**src/rtl/core/pal_pkg.sv**
```systemverilog
// shared types and constants for the positional array list
package pal_pkg;

    localparam int WORD_W    = 32;
    localparam int POS_W     = 6;
    localparam int OPC_W     = 2;
    localparam int IDX_CMP_W = 9;

    typedef enum logic [OPC_W-1:0] {
        OP_INSERT = 2'd0,
        OP_REMOVE = 2'd1,
        OP_READ   = 2'd2,
        OP_CLEAR  = 2'd3
    } t_opcode;

    typedef enum logic [1:0] {
        SH_HOLD   = 2'd0,
        SH_INSERT = 2'd1,
        SH_REMOVE = 2'd2
    } t_shift;

    typedef logic signed [WORD_W-1:0] t_word;

    typedef struct packed {
        t_shift           mode;
        logic [POS_W-1:0] k;
        t_word            word;
    } t_cell_ctrl;

endpackage

```
**src/rtl/core/pal_in_if.sv**
```systemverilog
// request channel of the positional array list
interface pal_in_if;
    import pal_pkg::*;

    logic               valid;
    logic               ready;
    logic [OPC_W-1:0]   opcode;
    logic [POS_W-1:0]   position;
    logic signed [WORD_W-1:0] new_value;

    modport source (output valid, output opcode, output position, output new_value,
                    input ready);
    modport sink   (input valid, input opcode, input position, input new_value,
                    output ready);
endinterface

```
**src/rtl/core/pal_out_if.sv**
```systemverilog
// result channel of the positional array list
interface pal_out_if #(
    parameter int CNT_W = 6
);
    import pal_pkg::*;

    logic               valid;
    logic               ready;
    logic               ok;
    logic signed [WORD_W-1:0] out_value;
    logic [CNT_W-1:0]   count;
    logic               is_empty;
    logic               is_full;

    modport source (output valid, output ok, output out_value, output count,
                    output is_empty, output is_full, input ready);
    modport sink   (input valid, input ok, input out_value, input count,
                    input is_empty, input is_full, output ready);
endinterface

```
**src/rtl/core/pal_cell.sv**
```systemverilog
// one storage cell of the list row, shifts with its neighbors
module pal_cell
    import pal_pkg::*;
#(
    parameter int IDX = 0
) (
    input  logic       i_clk,
    input  t_cell_ctrl i_ctrl,
    input  t_word      i_left,
    input  t_word      i_right,
    output t_word      o_data
);

    localparam logic [IDX_CMP_W-1:0] MY_IDX = IDX_CMP_W'(IDX);

    t_word                 r_data;
    t_word                 n_data;
    logic [IDX_CMP_W-1:0]  w_k;

    assign w_k = IDX_CMP_W'(i_ctrl.k);

    always_comb begin
        n_data = r_data;
        unique case (i_ctrl.mode)
            SH_INSERT: begin
                if (MY_IDX > w_k) begin
                    n_data = i_left;
                end else if (MY_IDX == w_k) begin
                    n_data = i_ctrl.word;
                end
            end
            SH_REMOVE: begin
                if (MY_IDX >= w_k) begin
                    n_data = i_right;
                end
            end
            default: n_data = r_data;
        endcase
    end

    always_ff @(posedge i_clk) begin
        r_data <= n_data;
    end

    assign o_data = r_data;

endmodule

```
**src/rtl/core/positional_array_list.sv**
```systemverilog
// top level of the positional array list
// Ordered list of up to CAPACITY signed 32-bit words kept in a row of register cells.
// Insert and remove shift all cells toward or away from the addressed position in
// parallel on the accepting edge; read and clear shift no cell. The result is held
// in an output register loaded on that edge. A new transaction is accepted every cycle
// while the result side keeps up; a stalled result holds the request side until taken.
module positional_array_list
    import pal_pkg::*;
#(
    parameter int CAPACITY = 32
) (
    input  logic          i_clk,
    input  logic          i_rst_n,
    pal_in_if.sink        i_in,
    pal_out_if.source     o_out
);

    localparam int CNT_W = $clog2(CAPACITY + 1);
    localparam int CMP_W = ((CNT_W > POS_W) ? CNT_W : POS_W) + 1;

    t_word              w_cells [CAPACITY];
    t_cell_ctrl         w_ctrl;
    t_opcode            w_op;
    t_shift             w_mode;
    logic               w_acc;
    logic               w_pos_nz;
    logic               w_in_range;
    logic               w_ins_ok;
    logic [CMP_W-1:0]   w_pos_ext;
    logic [CMP_W-1:0]   w_cnt_ext;
    logic [POS_W-1:0]   w_k;
    t_word              w_rd;
    logic               w_ok;
    t_word              w_val;

    logic [CNT_W-1:0]   r_count;
    logic [CNT_W-1:0]   n_count;
    logic               r_valid;
    logic               r_ok;
    t_word              r_value;

    assign i_in.ready = !r_valid || o_out.ready;
    assign w_acc      = i_in.valid && i_in.ready;
    assign w_op       = t_opcode'(i_in.opcode);
    assign w_pos_ext  = CMP_W'(i_in.position);
    assign w_cnt_ext  = CMP_W'(r_count);
    assign w_pos_nz   = i_in.position != '0;
    assign w_in_range = w_pos_nz && (w_pos_ext <= w_cnt_ext);
    assign w_ins_ok   = (r_count != CNT_W'(CAPACITY)) && w_pos_nz
                        && (w_pos_ext <= w_cnt_ext + CMP_W'(1));
    assign w_k        = i_in.position - POS_W'(1);

    // word at the addressed position
    always_comb begin
        w_rd = '0;
        for (int i = 0; i < CAPACITY; i++) begin
            if (CMP_W'(w_k) == CMP_W'(i)) begin
                w_rd = w_cells[i];
            end
        end
    end

    always_comb begin
        w_mode  = SH_HOLD;
        w_ok    = 1'b0;
        w_val   = '0;
        n_count = r_count;
        unique case (w_op)
            OP_INSERT: begin
                if (w_ins_ok) begin
                    w_mode  = SH_INSERT;
                    w_ok    = 1'b1;
                    n_count = r_count + CNT_W'(1);
                end
            end
            OP_REMOVE: begin
                if (w_in_range) begin
                    w_mode  = SH_REMOVE;
                    w_ok    = 1'b1;
                    w_val   = w_rd;
                    n_count = r_count - CNT_W'(1);
                end
            end
            OP_READ: begin
                if (w_in_range) begin
                    w_ok  = 1'b1;
                    w_val = w_rd;
                end
            end
            OP_CLEAR: begin
                w_ok    = 1'b1;
                n_count = '0;
            end
            default: begin
                w_mode = SH_HOLD;
            end
        endcase
        if (!w_acc) begin
            w_mode  = SH_HOLD;
            n_count = r_count;
        end
    end

    assign w_ctrl.mode = w_mode;
    assign w_ctrl.k    = w_k;
    assign w_ctrl.word = i_in.new_value;

    for (genvar g = 0; g < CAPACITY; g++) begin : g_cell
        t_word w_left;
        t_word w_right;
        if (g == 0) begin : g_first
            assign w_left = '0;
        end else begin : g_inner_l
            assign w_left = w_cells[g-1];
        end
        if (g == CAPACITY - 1) begin : g_last
            assign w_right = '0;
        end else begin : g_inner_r
            assign w_right = w_cells[g+1];
        end
        pal_cell #(
            .IDX (g)
        ) u_cell (
            .i_clk   (i_clk),
            .i_ctrl  (w_ctrl),
            .i_left  (w_left),
            .i_right (w_right),
            .o_data  (w_cells[g])
        );
    end

    always_ff @(posedge i_clk) begin
        if (!i_rst_n) begin
            r_count <= '0;
            r_valid <= 1'b0;
        end else begin
            r_count <= n_count;
            if (w_acc) begin
                r_valid <= 1'b1;
            end else if (o_out.ready) begin
                r_valid <= 1'b0;
            end
        end
    end

    always_ff @(posedge i_clk) begin
        if (w_acc) begin
            r_ok    <= w_ok;
            r_value <= w_val;
        end
    end

    assign o_out.valid     = r_valid;
    assign o_out.ok        = r_ok;
    assign o_out.out_value = r_value;
    assign o_out.count     = r_count;
    assign o_out.is_empty  = r_count == '0;
    assign o_out.is_full   = r_count == CNT_W'(CAPACITY);

    a_count_bound: assert property (@(posedge i_clk) disable iff (!i_rst_n)
        r_count <= CNT_W'(CAPACITY))
        else $error("entry count above capacity");

    a_count_stable: assert property (@(posedge i_clk) disable iff (!i_rst_n)
        !w_acc |=> $stable(r_count))
        else $error("entry count changed without a transaction");

    a_clear_empties: assert property (@(posedge i_clk) disable iff (!i_rst_n)
        (w_acc && w_op == OP_CLEAR) |=> (r_count == '0 && o_out.valid))
        else $error("clear did not empty the list");

    a_fail_zero: assert property (@(posedge i_clk) disable iff (!i_rst_n)
        (o_out.valid && !o_out.ok) |-> o_out.out_value == '0)
        else $error("failed transaction returned a word");

endmodule
```
**src/flat_wrapper.sv**
```systemverilog
// flat-port wrapper written by rule: the top's interface ports become plain ports
module positional_array_list_flat import pal_pkg::*;
#(
    parameter int CAPACITY = 32
)
  (i_clk, i_rst_n, i_in_valid, i_in_opcode, i_in_position, i_in_new_value, i_in_ready, o_out_valid, o_out_ok, o_out_out_value, o_out_count, o_out_is_empty, o_out_is_full, o_out_ready);
  pal_in_if i_in_i ();
  pal_out_if o_out_i ();
  input  logic i_clk;
  input  logic i_rst_n;
  input wire logic [$bits(i_in_i.valid)-1:0] i_in_valid;
  input wire logic [$bits(i_in_i.opcode)-1:0] i_in_opcode;
  input wire logic [$bits(i_in_i.position)-1:0] i_in_position;
  input wire logic [$bits(i_in_i.new_value)-1:0] i_in_new_value;
  output wire logic [$bits(i_in_i.ready)-1:0] i_in_ready;
  output wire logic [$bits(o_out_i.valid)-1:0] o_out_valid;
  output wire logic [$bits(o_out_i.ok)-1:0] o_out_ok;
  output wire logic [$bits(o_out_i.out_value)-1:0] o_out_out_value;
  output wire logic [$bits(o_out_i.count)-1:0] o_out_count;
  output wire logic [$bits(o_out_i.is_empty)-1:0] o_out_is_empty;
  output wire logic [$bits(o_out_i.is_full)-1:0] o_out_is_full;
  input wire logic [$bits(o_out_i.ready)-1:0] o_out_ready;
  assign i_in_i.valid = i_in_valid;
  assign i_in_i.opcode = i_in_opcode;
  assign i_in_i.position = i_in_position;
  assign i_in_i.new_value = i_in_new_value;
  assign i_in_ready = i_in_i.ready;
  assign o_out_valid = o_out_i.valid;
  assign o_out_ok = o_out_i.ok;
  assign o_out_out_value = o_out_i.out_value;
  assign o_out_count = o_out_i.count;
  assign o_out_is_empty = o_out_i.is_empty;
  assign o_out_is_full = o_out_i.is_full;
  assign o_out_i.ready = o_out_ready;
  positional_array_list #(.CAPACITY(CAPACITY)) u_core (.i_clk(i_clk), .i_rst_n(i_rst_n), .i_in(i_in_i), .o_out(o_out_i));
endmodule
```
**config.mk**
```make
export PLATFORM = sky130hd
export DESIGN_NAME = positional_array_list_flat
export DESIGN_NICKNAME = d
export VERILOG_FILES = /design/src/rtl/core/pal_pkg.sv /design/src/rtl/core/pal_in_if.sv /design/src/rtl/core/pal_out_if.sv /design/src/rtl/core/pal_cell.sv /design/src/rtl/core/positional_array_list.sv /design/src/flat_wrapper.sv
export SDC_FILE = /design/constraint.sdc
export NUM_CORES = 2
export LEC_CHECK = 0
export BUFFER_PORTS_ARGS = -buffer_cell sky130_fd_sc_hd__buf_4
export CAP_MARGIN = 20
export CORE_MARGIN = 4
export CORE_UTILIZATION = 25
export CTS_BUF_LIST = sky130_fd_sc_hd__clkbuf_4 sky130_fd_sc_hd__clkbuf_8
export DETAILED_ROUTE_END_ITERATION = 7
export PLACE_DENSITY_LB_ADDON = 0.05
export SLEW_MARGIN = 20
export SYNTH_ARGS = -nofsm -noshare
export SYNTH_HDL_FRONTEND = slang
export SYNTH_SLANG_ARGS = --single-unit
```
**constraint.sdc**
```tcl
create_clock -name i_clk -period 8.08 [get_ports i_clk]
set_input_delay 0 -clock i_clk [delete_from_list [all_inputs] [get_ports i_clk]]
set_output_delay 0 -clock i_clk [all_outputs]
set_load 0.02 [all_outputs]
```
==> results.md <==
* Drt drc at 0
* Worst flop-to-flop path endpoint: u_core.g_cell[22].u_cell.o_data[18]$_DFFE_PP_
* Minimum clock period after layout at 6.326 ns
* Placeable core area at approximately 0.25 mm2
* Mapped Cells at 6436
* Critical path data required time at 8.75 ns
* Proportion of layout cells with a drive suffix above 1 at 12.39%
* Remaining number of nets flagged by the antenna check after routing at 0
* Path type of the worst min-delay path: in -> reg
* Root Buffer Master: sky130_fd_sc_hd__clkbuf_8
* Share of total power in sequential cells at 46.3%
* Setup Skew at approximately 0.073 ns
* Post-detailed-route via-to-cell ratio at 5.444
* Number of distinct standard cells referenced by the synthesized netlist at 96
* Number of iterations in the first detailed-routing pass at 6
* Inserted Clock Buffers at 216
* Net switching power at 4.334 mW
* Unrepaired setup endpoints after global routing: false
* VDD IR max at 0.1620 mV
* Clock Latency Late Sink at 0.98 ns
* Transition time of the tightest slew-check pin at 1.151 ns
* Worst-case reg-to-reg path depth at 17
* H-Tree Level Count at 4
* Top flip-flop cell by instance count after synthesis: sky130_fd_sc_hd__edfxtp_1
* Worst setup startpoint: u_core.o_out.count[0]$_SDFFE_PN0P_
* Total number of yosys warnings at 0
* Std-Cell Rows at 185
* Sum of routed wire length over all layers at 323.9 mm
* Initial core utilization at 25.18%
* Post-route worst hold slack at 0.1774 ns
* Total vias in the final route at 54080
* Last weighted congestion value of the routability-driven placer at 0.8422
* Die extent in x at 514.4 um
* Antenna violations before repair at 14
* Wirelength per Cell at 32.61 um
* Number of failing setup endpoints in the final timing report at 0
* Power Density at just under 200 mW/mm2
* CTS Buffer Depth at 3
* Top-Level Pins at 87
* Floorplan die height at 514.4 um
* Max_cap viols at 0
* Final Hold Viols at 0
* Net total in the final layout at between 6000 and 7000
* Maximum clock rate at 158.1 MHz
* Syn-to-layout area delta at 14.71%
* Slowest stage delay, CP at approximately 0.94 ns
* GRT Residual Overflow at 0
* Port Buffers at 86
* Post-CTS sizing at 0
* Count of flip-flops with a built-in enable after synthesis at 1057
* Launch point of the worst reg-to-reg path: u_core.o_out.count[0]$_SDFFE_PN0P_
* Share of the cycle needed by the critical path after routing at 78.30%
* Slowest cell on crit path: sky130_fd_sc_hd__buf_4
* Final Max Tran Viols at 0
* Worst-path maximum fanout at around 210
* Kind of cell adding the most delay to the critical path: buffers and inverters
* Mapped Avg Cell Area at around 10 um2
* P_int at 9.991 mW
* Clock share of power at around two fifths
* Global-route wire length before repair at ~450 mm
* Number of DRC markers in iteration 0 at 5894
* Endpoint type of the worst setup path: flip-flop
* Static leakage at 23.59 nW
* Number of register bits inferred by synthesis at 1064
* Critical path depth at 17
* Critical Path End: u_core.g_cell[22].u_cell.o_data[18]$_DFFE_PP_
* Clock sinks at 1064
* Setup TNS at 0 ns
* Crit Path Class: reg -> reg
* HPWL reported at the end of detailed placement at 227.1 mm
* Worst slew slack as a fraction of its limit at 22.57%
* CTS tree: done
* Sequential element share of the synthesized area at approximately 50%
* Post-synthesis instance area at 0.06410 mm2
* Clock transition at path regs at 0.07 ns
* Chain of cells forming the critical path: inv_1 -> ha_1 -> inv_1 -> ha_1 -> nor2b_1 -> o21a_1 -> o21a_1 -> o21a_1 -> o21a_1 -> o221ai_1 -> and2_1 -> nand3_1 -> ha_4 -> buf_4 -> buf_12 -> buf_4 -> o21ai_0
* Setup crit start kind: flip-flop
* Maximum number of pins on one net before global-route repair at 244
* Critical path buffer and inverter count at 5
* Combinational cell fraction of total power at 14.2%
* Area of the die at 0.2646 mm2
* GRT Util Overall at 23.63%
* Cell repeated most along the worst path: sky130_fd_sc_hd__o21a_1
* Switching power share of the total at slightly above 30%
* Run status: completed
* Proportion of synthesized flip-flops having asynchronous set or reset at 0%
* Arrival time of the worst setup path at 7.00 ns
* Synthesized netlist net count at 6510
* Register-to-register path setup slack at 1.75 ns
* Via count of the first global-routing pass at 52370
[power by group through the flow]
stage | sequential [mW] | clock, mW | combinational, mW
floorplan | 6.64 | 0 | 1.16
global placement | 6.74 | 0 | 1.99
detailed placement | 6.74 | 0 | 2.00
CTS | 6.62 | 5.87 | 2.03
global route | 6.64 | 6.11 | 2.17
finish | 6.63 | 5.67 | 2.03
[timing repair]
item,in CTS,in global routing
hold buffers,47,0
endpoints found under the hold margin,1043,0
buffers inserted,0,0
[through the flow]
stage | utilization [%] | cell area, um2 | instances | total power, mW | worst slack, ns
2_1_floorplan | - | 64100 | 6436 | 7.807 | 2.083
6_report | 28.88 | 73530 | 9933 | 14.33 | 1.754
3_3_place_gp | 27.03 | 68830 | 9483 | 8.727 | 1.554
4_1_cts | 28.87 | 73510 | 9927 | 14.52 | 1.960
3_5_place_dp | 27.07 | 68930 | 9490 | 8.736 | 1.575
5_1_grt | 28.88 | 73520 | 9929 | 14.92 | 1.403
[cell families after synthesis]
logic type,synth area share [%]
fa+ha+maj,0.5973
mux,15.52
xor+xnor,0.2186
compound gates,18.56
simple gates,11.25
buf+inv,4.113
flops,49.73
[worst min path at each step]
stage,startpoint,slack [ns],endpoint,cells past startpoint
2_1_floorplan,i_in_valid,0.13,u_core.o_out.valid$_SDFFE_PN0P_,2
3_3_place_gp,i_in_valid,0.24,u_core.o_out.valid$_SDFFE_PN0P_,3
3_5_place_dp,i_in_valid,0.27,u_core.o_out.valid$_SDFFE_PN0P_,3
4_1_cts,i_in_position[1],0.05,u_core.o_out.ok$_DFFE_PP_,8
5_1_grt,i_in_new_value[1],0.13,u_core.g_cell[31].u_cell.o_data[1]$_SDFFCE_PP0P_,4
6_report,i_in_position[1],0.18,u_core.o_out.ok$_DFFE_PP_,8
[cell usage in the layout, fill, tap and decap left out, types with 15 or more instances in the layout]
master	count
sky130_fd_sc_hd__clkbuf_8	221
sky130_fd_sc_hd__nand3_1	68
sky130_fd_sc_hd__o211ai_1	46
sky130_fd_sc_hd__or3_1	16
sky130_fd_sc_hd__clkinv_2	15
sky130_fd_sc_hd__nor2_1	202
sky130_fd_sc_hd__mux2_2	33
sky130_fd_sc_hd__edfxtp_1	1057
sky130_fd_sc_hd__a22oi_1	65
sky130_fd_sc_hd__o22ai_1	82
sky130_fd_sc_hd__a21oi_1	154
sky130_fd_sc_hd__o21a_1	28
sky130_fd_sc_hd__clkinv_1	58
sky130_fd_sc_hd__a211oi_1	33
sky130_fd_sc_hd__o21ai_1	32
sky130_fd_sc_hd__dlygate4sd3_1	47
sky130_fd_sc_hd__nand4_1	26
sky130_fd_sc_hd__a221oi_1	69
sky130_fd_sc_hd__inv_1	27
sky130_fd_sc_hd__and3_1	15
sky130_fd_sc_hd__a21oi_4	25
sky130_fd_sc_hd__buf_4	285
sky130_fd_sc_hd__mux2i_1	956
sky130_fd_sc_hd__nand2_1	1189
sky130_fd_sc_hd__nor4_1	22
sky130_fd_sc_hd__clkbuf_4	84
sky130_fd_sc_hd__o21ai_0	1091
sky130_fd_sc_hd__o221ai_1	70
sky130_fd_sc_hd__nor3_1	74
sky130_fd_sc_hd__nor2_4	26
sky130_fd_sc_hd__ha_1	25
sky130_fd_sc_hd__a221o_1	28
sky130_fd_sc_hd__o2111ai_1	15
sky130_fd_sc_hd__a31oi_1	58
[registers in the layout (all words and copies together) (netlist names)]
| name | flops |
|---|---|
| u_core.g_cell.u_cell.o_data | 1024 |
| u_core.o_out.out_value | 32 |
| u_core.o_out.count | 6 |
| u_core.o_out.ok | 1 |
| u_core.o_out.valid | 1 |
[Yosys cell counts (9+ instances only)]
| master | number | area [um2] |
|---|---|---|
| sky130_fd_sc_hd__or4_1 | 10 | 75.07 |
| sky130_fd_sc_hd__ha_1 | 29 | 362.9 |
| sky130_fd_sc_hd__nand2b_1 | 9 | 56.30 |
| sky130_fd_sc_hd__o2111ai_1 | 17 | 148.9 |
| sky130_fd_sc_hd__nor2_1 | 230 | 863.3 |
| sky130_fd_sc_hd__o22ai_1 | 82 | 513.0 |
| sky130_fd_sc_hd__o2bb2ai_1 | 11 | 96.34 |
| sky130_fd_sc_hd__o211ai_1 | 46 | 345.3 |
| sky130_fd_sc_hd__a22oi_1 | 65 | 488.0 |
| sky130_fd_sc_hd__buf_2 | 108 | 540.5 |
| sky130_fd_sc_hd__a2111oi_0 | 15 | 131.4 |
| sky130_fd_sc_hd__o21a_1 | 28 | 210.2 |
| sky130_fd_sc_hd__inv_1 | 28 | 105.1 |
| sky130_fd_sc_hd__buf_4 | 26 | 195.2 |
| sky130_fd_sc_hd__o221ai_1 | 70 | 613.1 |
| sky130_fd_sc_hd__a211oi_1 | 34 | 255.2 |
| sky130_fd_sc_hd__a221oi_1 | 69 | 604.3 |
| sky130_fd_sc_hd__nand3_1 | 70 | 350.3 |
| sky130_fd_sc_hd__buf_1 | 17 | 63.81 |
| sky130_fd_sc_hd__nor3_1 | 80 | 400.4 |
| sky130_fd_sc_hd__o21ai_1 | 34 | 170.2 |
| sky130_fd_sc_hd__o21ai_0 | 1097 | 5490 |
| sky130_fd_sc_hd__a21o_1 | 9 | 67.56 |
| sky130_fd_sc_hd__mux2_2 | 33 | 371.6 |
| sky130_fd_sc_hd__nand4_1 | 26 | 162.7 |
| sky130_fd_sc_hd__and3_1 | 16 | 100.1 |
| sky130_fd_sc_hd__mux2i_1 | 957 | 9579 |
| sky130_fd_sc_hd__a221o_1 | 28 | 280.3 |
| sky130_fd_sc_hd__xnor2_1 | 13 | 113.9 |
| sky130_fd_sc_hd__nor4_1 | 23 | 143.9 |
| sky130_fd_sc_hd__edfxtp_1 | 1057 | 31740 |
| sky130_fd_sc_hd__a311oi_1 | 10 | 87.58 |
| sky130_fd_sc_hd__or3_1 | 17 | 106.4 |
| sky130_fd_sc_hd__and2_1 | 10 | 62.56 |
| sky130_fd_sc_hd__nand2_1 | 1195 | 4486 |
| sky130_fd_sc_hd__a31oi_1 | 63 | 394.1 |
| sky130_fd_sc_hd__a211o_1 | 9 | 78.83 |
| sky130_fd_sc_hd__clkbuf_1 | 454 | 1704 |
| sky130_fd_sc_hd__a21oi_1 | 180 | 900.9 |
[metal layers]
layer / vias to the layer above / track usage (%) / routed length [um]
li1: 24180 / - / -
met1: 27570 / 33.58 / 151300
met5: - / 0 / 27
met3: 376 / 3.752 / 17930
met2: 1949 / 37.54 / 146900
met4: 4 / 5.516 / 7783
[cell type report]
| type | count | area (um2) |
|---|---|---|
| Fill cell | 26820 | 181100 |
| Sequential cell | 1064 | 31880 |
| Multi-Input combinational cell | 4736 | 30400 |
| Tap cell | 3366 | 4212 |
| Clock buffer | 305 | 3672 |
| Timing Repair Buffer | 343 | 2810 |
| Clock inverter | 85 | 435.4 |
| Inverter | 28 | 105.1 |
| Antenna cell | 6 | 15.01 |
[worst min-delay path, stage by stage]
cell,delay (ns)
sky130_fd_sc_hd__buf_4,0.21
sky130_fd_sc_hd__ha_1,0.18
sky130_fd_sc_hd__and4_1,0.18
sky130_fd_sc_hd__nand3_1,0.08
sky130_fd_sc_hd__o221ai_1,0.09
sky130_fd_sc_hd__and2_1,0.15
sky130_fd_sc_hd__nand2_1,0.05
sky130_fd_sc_hd__o21ai_0,0.08
(Power assumes the default switching activity.)
